## src/block_free_map_allocator_top_defines.svh

```systemverilog
// Assertion helpers for the free map allocator. They use the local clk and rst_n.
`ifndef BLOCK_FREE_MAP_ALLOCATOR_TOP_DEFINES_SVH
`define BLOCK_FREE_MAP_ALLOCATOR_TOP_DEFINES_SVH
`ifndef SYNTHESIS
`define BFMA_ASSERT_SAME(name, ante, cons) \
  name: assert property (@(posedge clk) disable iff (!rst_n) (ante) |-> (cons)) \
    else $error("bfma assertion failed");
`define BFMA_ASSERT_NEXT(name, ante, cons) \
  name: assert property (@(posedge clk) disable iff (!rst_n) (ante) |=> (cons)) \
    else $error("bfma assertion failed");
`else
`define BFMA_ASSERT_SAME(name, ante, cons)
`define BFMA_ASSERT_NEXT(name, ante, cons)
`endif
`endif

```

## src/bfma_pkg.sv

```systemverilog
`timescale 1ns / 1ps
package bfma_pkg;

  localparam int MAP_ENTRIES = 1024;
  localparam int MAX_REQUEST = 64;

  // map is held as WORDS rows of WORD_W marks; always at least two rows
  localparam int WORD_W  = (MAP_ENTRIES >= 64) ? 32 : MAP_ENTRIES / 2;
  localparam int WORDS   = MAP_ENTRIES / WORD_W;
  localparam int BIT_W   = $clog2(WORD_W);
  localparam int WADDR_W = $clog2(WORDS);
  localparam int IDX_W   = BIT_W + WADDR_W;

  localparam int BLK_W = 16;
  localparam int OP_W  = 3;
  localparam int CNT_W = 7;
  localparam int ST_W  = 2;

  localparam logic [OP_W-1:0] OP_FIND_ONE   = 3'd0;
  localparam logic [OP_W-1:0] OP_FIND_COUNT = 3'd1;
  localparam logic [OP_W-1:0] OP_MARK_FREE  = 3'd2;
  localparam logic [OP_W-1:0] OP_MARK_ALLOC = 3'd3;
  localparam logic [OP_W-1:0] OP_FORMAT     = 3'd4;

  localparam logic [ST_W-1:0] ST_OK      = 2'd0;
  localparam logic [ST_W-1:0] ST_NOSPACE = 2'd1;
  localparam logic [ST_W-1:0] ST_OUTSIDE = 2'd2;

  typedef enum logic [2:0] {
    S_IDLE,
    S_DISPATCH,
    S_SC_RD,
    S_SC_EVAL,
    S_MK_RD,
    S_MK_WR,
    S_END
  } state_t;

  typedef struct packed {
    logic            latch;
    logic            rd_first;
    logic            rd_next;
    logic            emit_found;
    logic            emit_end;
    logic [ST_W-1:0] end_status;
    logic            mk_read;
    logic            mk_write;
    logic            format;
  } ctrl_cmd_t;

  typedef struct packed {
    logic [OP_W-1:0] op;
    logic            cnt_zero;
    logic            outside;
    logic            cur_nonzero;
    logic            last_word;
    logic            last_found;
    logic            out_free;
  } ctrl_sts_t;

endpackage

```

## src/bfma_ctrl.sv

```systemverilog
`timescale 1ns / 1ps
`include "block_free_map_allocator_top_defines.svh"
module bfma_ctrl (
  input  logic                 clk,
  input  logic                 rst_n,
  input  logic                 in_valid,
  output logic                 in_ready,
  input  bfma_pkg::ctrl_sts_t  sts,
  output bfma_pkg::ctrl_cmd_t  cmd
);
  import bfma_pkg::*;

  state_t          state_r, state_nxt;
  logic [ST_W-1:0] end_st_r, end_st_nxt;
  logic            accept;

  assign accept = in_valid && (state_r == S_IDLE);

  always_ff @(posedge clk) begin
    if (!rst_n) begin
      state_r  <= S_IDLE;
      end_st_r <= ST_OK;
    end else begin
      state_r  <= state_nxt;
      end_st_r <= end_st_nxt;
    end
  end

  always_comb begin
    state_nxt  = state_r;
    end_st_nxt = end_st_r;
    unique case (state_r)
      S_IDLE: begin
        if (accept) state_nxt = S_DISPATCH;
      end
      S_DISPATCH: begin
        unique case (sts.op) inside
          OP_FIND_ONE: state_nxt = S_SC_RD;
          OP_FIND_COUNT: begin
            if (sts.cnt_zero) begin
              end_st_nxt = ST_OK;
              state_nxt  = S_END;
            end else begin
              state_nxt = S_SC_RD;
            end
          end
          OP_MARK_FREE, OP_MARK_ALLOC: begin
            if (sts.outside) begin
              end_st_nxt = ST_OUTSIDE;
              state_nxt  = S_END;
            end else begin
              state_nxt = S_MK_RD;
            end
          end
          OP_FORMAT: begin
            end_st_nxt = ST_OK;
            state_nxt  = S_END;
          end
          default: state_nxt = S_IDLE;
        endcase
      end
      S_SC_RD: state_nxt = S_SC_EVAL;
      S_SC_EVAL: begin
        if (sts.cur_nonzero) begin
          if (sts.out_free && sts.last_found) state_nxt = S_IDLE;
        end else if (sts.last_word) begin
          end_st_nxt = ST_NOSPACE;
          state_nxt  = S_END;
        end
      end
      S_MK_RD: state_nxt = S_MK_WR;
      S_MK_WR: begin
        end_st_nxt = ST_OK;
        state_nxt  = S_END;
      end
      S_END: begin
        if (sts.out_free) state_nxt = S_IDLE;
      end
      default: state_nxt = S_IDLE;
    endcase
  end

  always_comb begin
    cmd            = '0;
    cmd.end_status = end_st_r;
    in_ready       = 1'b0;
    unique case (state_r)
      S_IDLE: begin
        in_ready  = 1'b1;
        cmd.latch = accept;
      end
      S_DISPATCH: cmd.format = (sts.op == OP_FORMAT);
      S_SC_RD:    cmd.rd_first = 1'b1;
      S_SC_EVAL: begin
        if (sts.cur_nonzero) cmd.emit_found = sts.out_free;
        else                 cmd.rd_next = !sts.last_word;
      end
      S_MK_RD:    cmd.mk_read = 1'b1;
      S_MK_WR:    cmd.mk_write = 1'b1;
      S_END:      cmd.emit_end = sts.out_free;
      default: ;
    endcase
  end

  `BFMA_ASSERT_NEXT(a_accept_dispatch, accept, state_r == S_DISPATCH)
  `BFMA_ASSERT_SAME(a_found_has_room, cmd.emit_found, sts.out_free)
  `BFMA_ASSERT_SAME(a_end_has_room, cmd.emit_end, sts.out_free)
  `BFMA_ASSERT_NEXT(a_scan_exhausted,
    state_r == S_SC_EVAL && !sts.cur_nonzero && sts.last_word,
    state_r == S_END && end_st_r == ST_NOSPACE)

endmodule

```

## src/bfma_dp.sv

```systemverilog
`timescale 1ns / 1ps
module bfma_dp (
  input  logic                                clk,
  input  logic                                rst_n,
  input  logic [bfma_pkg::OP_W-1:0]           in_operation,
  input  logic [bfma_pkg::BLK_W-1:0]          in_block_number,
  input  logic [bfma_pkg::CNT_W-1:0]          in_count,
  input  logic                                out_ready,
  output logic                                out_valid,
  output logic [bfma_pkg::BLK_W-1:0]          out_found_block,
  output logic [bfma_pkg::ST_W-1:0]           out_status,
  output logic                                out_last,
  input  logic                                cfg_wr_en,
  input  logic [bfma_pkg::BLK_W-1:0]          cfg_wr_data,
  input  bfma_pkg::ctrl_cmd_t                 cmd,
  output bfma_pkg::ctrl_sts_t                 sts
);
  import bfma_pkg::*;

  logic [WORD_W-1:0]  mem [WORDS];
  logic [WORD_W-1:0]  rd_data_r;
  logic               rd_valid_r;
  logic [WORDS-1:0]   row_valid_r;

  logic [OP_W-1:0]    op_r;
  logic [BLK_W-1:0]   bn_r;
  logic [CNT_W-1:0]   cnt_r, n_r;
  logic [BLK_W-1:0]   base_r;
  logic [WADDR_W-1:0] word_addr_r;
  logic [WORD_W-1:0]  word_r;
  logic               fresh_r;

  logic               out_valid_r;
  logic [BLK_W-1:0]   found_r;
  logic [ST_W-1:0]    status_r;
  logic               last_r;

  logic [BLK_W:0]     diff;
  logic [IDX_W-1:0]   mk_idx;
  logic [WADDR_W-1:0] mk_word;
  logic [BIT_W-1:0]   mk_bit;
  logic [WORD_W-1:0]  mem_word, cur, wr_data;
  logic [WADDR_W-1:0] rd_addr;
  logic               mem_re;
  logic [BIT_W-1:0]   pos;
  logic [CNT_W-1:0]   cnt_sat;

  // a row that is not valid has not been written since reset or format: all free
  assign mem_word = rd_valid_r ? rd_data_r : '1;
  assign cur      = fresh_r ? mem_word : word_r;

  assign diff    = {1'b0, bn_r} - {1'b0, base_r};
  assign mk_idx  = diff[IDX_W-1:0];
  assign mk_word = mk_idx[IDX_W-1:BIT_W];
  assign mk_bit  = mk_idx[BIT_W-1:0];

  assign cnt_sat = (in_count > CNT_W'(MAX_REQUEST)) ? CNT_W'(MAX_REQUEST) : in_count;

  always_comb begin
    pos = '0;
    for (int i = WORD_W - 1; i >= 0; i--) begin
      if (cur[i]) pos = BIT_W'(i);
    end
  end

  always_comb begin
    wr_data         = mem_word;
    wr_data[mk_bit] = (op_r == OP_MARK_FREE);
  end

  always_comb begin
    rd_addr = '0;
    if (cmd.rd_next)      rd_addr = word_addr_r + WADDR_W'(1);
    else if (cmd.mk_read) rd_addr = mk_word;
  end
  assign mem_re = cmd.rd_first || cmd.rd_next || cmd.mk_read;

  always_ff @(posedge clk) begin
    if (cmd.mk_write) mem[mk_word] <= wr_data;
    if (mem_re) begin
      rd_data_r  <= mem[rd_addr];
      rd_valid_r <= row_valid_r[rd_addr];
    end
  end

  always_ff @(posedge clk) begin
    if (!rst_n) begin
      row_valid_r <= '0;
      base_r      <= '0;
      fresh_r     <= 1'b0;
      out_valid_r <= 1'b0;
    end else begin
      if (cfg_wr_en) base_r <= cfg_wr_data;
      if (cmd.format)        row_valid_r <= '0;
      else if (cmd.mk_write) row_valid_r[mk_word] <= 1'b1;
      if (cmd.rd_first || cmd.rd_next) fresh_r <= 1'b1;
      else if (cmd.emit_found)         fresh_r <= 1'b0;
      if (cmd.emit_found || cmd.emit_end) out_valid_r <= 1'b1;
      else if (out_ready)                 out_valid_r <= 1'b0;
    end
  end

  always_ff @(posedge clk) begin
    if (cmd.latch) begin
      op_r  <= in_operation;
      bn_r  <= in_block_number;
      cnt_r <= cnt_sat;
      n_r   <= '0;
    end else if (cmd.emit_found) begin
      n_r <= n_r + CNT_W'(1);
    end
    if (cmd.rd_first)     word_addr_r <= '0;
    else if (cmd.rd_next) word_addr_r <= rd_addr;
    if (cmd.emit_found) begin
      word_r   <= cur & (cur - WORD_W'(1));
      found_r  <= base_r + BLK_W'({word_addr_r, pos});
      status_r <= ST_OK;
      last_r   <= sts.last_found;
    end else if (cmd.emit_end) begin
      found_r  <= '0;
      status_r <= cmd.end_status;
      last_r   <= 1'b1;
    end
  end

  always_comb begin
    sts             = '0;
    sts.op          = op_r;
    sts.cnt_zero    = (cnt_r == '0);
    sts.outside     = diff[BLK_W] || (diff >= (BLK_W + 1)'(MAP_ENTRIES));
    sts.cur_nonzero = (cur != '0);
    sts.last_word   = (word_addr_r == WADDR_W'(WORDS - 1));
    sts.last_found  = (op_r == OP_FIND_ONE) || ((n_r + CNT_W'(1)) == cnt_r);
    sts.out_free    = !out_valid_r || out_ready;
  end

  assign out_valid       = out_valid_r;
  assign out_found_block = found_r;
  assign out_status      = status_r;
  assign out_last        = last_r;

endmodule

```

## src/block_free_map_allocator_top.sv

```systemverilog
`timescale 1ns / 1ps
// channel  | ports                                                 | handshake
// in       | in_operation, in_block_number, in_count               | in_valid / in_ready
// out      | out_found_block, out_status, out_last                 | out_valid / out_ready
// cfg      | cfg_wr_data (data_base)                               | cfg_wr_en, no wait
//
// One request at a time. Find reads the map one 32-mark row at a time from the first row,
// through the single read port of the map memory, and gives one result per free mark
// found, up to the requested count. Mark is a read-modify-write of one row, skipped
// when the block is outside the map. Format clears the map.
// Reset and format clear only the per-row valid flops; no clearing pass is needed.
// A stalled result holds the scan in place; the next request is taken once the
// final result is in the output register.
module block_free_map_allocator_top (
  input  logic                                clk,
  input  logic                                rst_n,
  input  logic                                in_valid,
  output logic                                in_ready,
  input  logic [bfma_pkg::OP_W-1:0]           in_operation,
  input  logic [bfma_pkg::BLK_W-1:0]          in_block_number,
  input  logic [bfma_pkg::CNT_W-1:0]          in_count,
  output logic                                out_valid,
  input  logic                                out_ready,
  output logic [bfma_pkg::BLK_W-1:0]          out_found_block,
  output logic [bfma_pkg::ST_W-1:0]           out_status,
  output logic                                out_last,
  input  logic                                cfg_wr_en,
  input  logic [bfma_pkg::BLK_W-1:0]          cfg_wr_data
);
  import bfma_pkg::*;

  ctrl_cmd_t cmd;
  ctrl_sts_t sts;

  bfma_ctrl u_ctrl (
    .clk      (clk),
    .rst_n    (rst_n),
    .in_valid (in_valid),
    .in_ready (in_ready),
    .sts      (sts),
    .cmd      (cmd)
  );

  bfma_dp u_dp (
    .clk             (clk),
    .rst_n           (rst_n),
    .in_operation    (in_operation),
    .in_block_number (in_block_number),
    .in_count        (in_count),
    .out_ready       (out_ready),
    .out_valid       (out_valid),
    .out_found_block (out_found_block),
    .out_status      (out_status),
    .out_last        (out_last),
    .cfg_wr_en       (cfg_wr_en),
    .cfg_wr_data     (cfg_wr_data),
    .cmd             (cmd),
    .sts             (sts)
  );

endmodule

```

## config.mk

```make
export PLATFORM = sky130hd
export DESIGN_NAME = block_free_map_allocator_top
export DESIGN_NICKNAME = d
export VERILOG_FILES = /design/src/bfma_pkg.sv /design/src/bfma_ctrl.sv /design/src/bfma_dp.sv /design/src/block_free_map_allocator_top.sv
export VERILOG_INCLUDE_DIRS = /design/src /design/src/src
export SDC_FILE = /design/constraint.sdc
export NUM_CORES = 1
export LEC_CHECK = 0
export ABC_AREA = 0
export BUFFER_PORTS_ARGS = -buffer_cell sky130_fd_sc_hd__buf_4
export CORE_ASPECT_RATIO = 0.5
export CORE_UTILIZATION = 57
export DETAILED_ROUTE_END_ITERATION = 8
export PLACE_DENSITY = 0.76
export SYNTH_ARGS = -nofsm -noshare
export SYNTH_HDL_FRONTEND = slang
export SYNTH_SLANG_ARGS = --single-unit
export TNS_END_PERCENT = 30
```

## constraint.sdc

```tcl
create_clock -name clk -period 4.8 [get_ports clk]
set_clock_uncertainty 0.05 [all_clocks]
set_input_delay 0 -clock clk [delete_from_list [all_inputs] [get_ports clk]]
set_output_delay 0 -clock clk [all_outputs]
set_load 0.03 [all_outputs]
```

==> key figures <==
Outcome
  – Status: finished clean

Setup path
  – Crit start category: register
  – Delay-heaviest family, CP: simple AND/OR/NAND/NOR gates
  – R2R setup slack: 0.02 ns
  – Crit Path Max Fanout: 50
  – Cells on worst reg2reg path: 14
  – Crit path buf inv count: 5
  – Slowest cell on crit path: or4b_4
  – CP dominant cell by count: buf_12
  – CP Capture Type: register
  – Reg-to-Reg Start: u_dp.fresh_r$_SDFFE_PN0P_
  – WP data required: between 5 and 6 ns
  – Slowest stage delay, CP: roughly 0.58 ns
  – WS Path Type: register to register
  – Worst EP arrival: around 5.2 ns
  – Reg-to-Reg End: u_dp.rd_data_r[6]$_DFFE_PP_
  – Crit path cell chain: buf_12, buf_12, nor4bb_1, buf_4, o22a_1, or4b_4, nor3_4, a22o_4, buf_12, buf_4, nand2_1, a32oi_1, nand4_1, nor3_4

Layout
  – Layout Nets: just under 4000
  – Post-route insts no fill: just over 5000
  – Post-layout util: 0.670
  – Fin area: 57700 um^2
  – # diodes: 0
  – Filler cell count: ~5700
  – Layout overhead on the synthesized area: 16.4%
  – Most common cell after layout, fill and taps aside: edfxtp_1
  – Commonest non-fill, non-tap cells in the layout: edfxtp_1 (1131), nand2_1 (536), mux2i_1 (254), buf_4 (223), a32oi_1 (163)
  – Share of post-route cells with drive strength above 1: 0.146

Clock tree
  – CTS Buf Count: 103
  – Clk_lat worst skew: ~0.72 ns
  – Clock sinks: 1200
  – # H-tree levels: 3
  – CTS tree: built
  – Reg clk slew, reported paths: approximately 0.070 ns
  – Longest Clk Path Bufs: 3
  – Clk root buf: clkbuf_16

Place
  – GPL Wtd Cong: 0.973
  – Port bufs: 67
  – Minimum setup slack after placement: -0.621 ns
  – Post-Place Cells: approximately 4800
  – Placed cell areas: around 53000 um^2
  – HPWL after detailed placement: between 80000 and 90000 um

Worst hold path
  – HP Class: input port to register
  – Min-delay src: in_count[0]
  – Hold Crit Endpoint: u_dp.cnt_r[0]$_SDFFCE_PN0P_
  – Hold path depth: 3

Power
  – Net Sw Frac: 0.255
  – Logic pwr share: 0.119
  – Sequential fraction of design power: 0.523
  – Clock Power Share: 0.358
  – Peak supply drop: ~360 uV
  – P per Cell Area: around 400 nW/um^2
  – P_sw: slightly below 6 mW
  – P_int: about 17 mW
  – Leakage: 19.8 nW

Logic synthesis
  – Ys async rst share: 0
  – Syn Std Cell Area: around 50000 um^2
  – Synth Warn #: 0
  – Post-synth EDFFs: 1131
  – Distinct cells, synth: between 80 and 90
  – Syn_nets: around 3600
  – Top FF cell, synth: edfxtp_1
  – Seq/Total Area, Yosys: 0.713
  – Synth Register Bits: 1200
  – Gate Count Post-Synth: approximately 3500
  – Synth Area per Inst: between 10 and 15 um^2

Timing
  – RSZ-0062 raised after global routing: true
  – Max Freq: roughly 0.21 GHz
  – Final setup fails: 0
  – Final worst setup slack: around 0.023 ns
  – Tmin final: 4.78 ns
  – Hold Vio Cnt, Final: 0
  – WHS: ~0.10 ns
  – Slew margin rel.: 0.248
  – Slew Limit Fails: 0
  – Tcrit/Tclk final: 0.995
  – Worst-margin pin slew: approximately 1.1 ns

GRT
  – Largest net degree at the start of global routing: 110
  – First-pass GRT wire length: a little over 200000 um
  – Number of global-route vias before repair: roughly 32000
  – Initial antenna violation count: 2
  – Total track usage: 0.318
  – GRT overflow: 0

Route
  – Drt first pass iters: 6
  – Antenna Nets Post-Route: 0
  – Routed vias: ~33000
  – Final wirelength: around 140000 um
  – DRC errors left: 0
  – Vias per cell: approximately 6.6
  – Starting DRT DRC Count: between 5000 and 6000
  – WL/cell: around 28 um

Die
  – Die Y: 210 um
  – Initial Utilization: 0.576
  – # IOs: between 60 and 70
  – Die W: roughly 420 um
  – Die area: 88200 um^2
  – Core Footprint: between 80000 and 90000 um^2
  – Number of core rows: between 70 and 80

Job
  – Maximum capacitance violations: 0
==> worst max-delay path by stage <==
| stage | cells past startpoint | slack [ns] | startpoint | endpoint |
|---|---|---|---|---|
| final | 14 | 0.02 | u_dp.fresh_r$_SDFFE_PN0P_ | u_dp.rd_data_r[6]$_DFFE_PP_ |
| after global routing | 21 | -0.13 | u_dp.fresh_r$_SDFFE_PN0P_ | u_dp.out_found_block[9]$_SDFFCE_PN0P_ |
| after CTS | 21 | 0.01 | u_dp.fresh_r$_SDFFE_PN0P_ | u_dp.out_found_block[13]$_SDFFCE_PN0P_ |
| after detailed placement | 14 | -0.62 | u_dp.fresh_r$_SDFFE_PN0P_ | u_dp.rd_data_r[6]$_DFFE_PP_ |
| after global placement | 15 | -0.47 | u_dp.fresh_r$_SDFFE_PN0P_ | u_dp.rd_data_r[19]$_DFFE_PP_ |
| after floorplan | 27 | 0.01 | u_dp.fresh_r$_SDFFE_PN0P_ | u_dp.out_found_block[14]$_SDFFCE_PN0P_ |
==> timing repair <==
action,4_1_cts,5_1_grt
hold buffers,99,0
setup buffers,0,0
endpoints found under the hold margin,77,0
gates resized for setup,9,17
endpoints found under the setup margin,7,19
pin swaps,2,4
==> metal layers <==
layer | wire (um) | up-vias | global-route usage
met5 | 8 | - | 0
met4 | 4430 | 2 | 0.110
met3 | 20100 | 287 | 0.0877
met2 | 63100 | 2489 | 0.479
met1 | 53600 | 16300 | 0.450
li1 | - | 14100 | -
==> through the flow <==
stage,power [mW],TNS [ns]
floorplan,13.6,0
global placement,14.7,-1.24
detailed placement,14.8,-1.71
CTS,22.9,0
global route,23.6,-0.826
finish,23.0,0
==> final cells by class <==
class                   count  area, um^2  share of cell area
flip-flops and latches   1200       35300               0.613
multi-input cells        2091       13800               0.239
repair buffers            371        3650              0.0633
clock buffers             118        2690              0.0466
well taps                1170        1460              0.0254
clock inverters            72         619              0.0107
inverters                  34         128             0.00221
==> logic make-up after synthesis <==
group | count (synthesis) | share of synthesized area
DFF | 1200 | 0.713
buffers and inverters | 237 | 0.0212
muxes | 282 | 0.0570
adders and majority gates | 31 | 0.00813
xor gates and xnor gates | 34 | 0.00601
AOI/OAI and AO/OA | 526 | 0.0772
and+or+nand+nor | 1218 | 0.117
==> tightest hold or removal path, delay by kind of cell <==
family        cells  cell delay [ns]
buf+inv           2             0.64
simple gates      1             0.11
==> Yosys cell counts (20+ instances only) <==
library cell,n,share of area
edfxtp_1,1131,0.69
nand2_1,537,0.041
mux2i_1,281,0.057
nor2_1,165,0.013
a32oi_1,163,0.029
nand3_1,155,0.016
clkbuf_1,114,0.0086
a21oi_1,82,0.0083
and3_1,81,0.010
a211oi_1,72,0.011
dfxtp_1,69,0.028
nand4_1,69,0.0087
o21ai_0,68,0.0069
buf_2,62,0.0063
nor3_1,57,0.0058
nor2b_1,52,0.0066
o21a_1,43,0.0065
inv_1,34,0.0026
ha_1,29,0.0073
a21o_1,20,0.0030
==> state kept, by name, indices dropped and copies added (netlist names), 2 cells and up <==
register / flops
u_dp.mem: 1024
u_dp.out_status: 2
u_dp.base_r: 16
u_dp.rd_data_r: 32
u_dp.word_addr_r: 5
u_dp.cnt_r: 7
u_dp.out_found_block: 16
u_ctrl.end_st_r: 2
u_dp.op_r: 3
u_dp.word_r: 31
u_ctrl.state_r: 3
u_dp.row_valid_r: 32
u_dp.bn_r: 16
u_dp.n_r: 7
==> power groups by stage <==
stage                     clock network (mW)  registers (mW)  logic [mW]
after global placement                     0            12.3        2.47
after global routing                    8.68            12.0        2.87
after CTS                               8.28            12.0        2.63
after floorplan                            0            12.2        1.34
after detailed placement                   0            12.3        2.54
final                                   8.25            12.0        2.75
(Power assumes the default switching activity.)
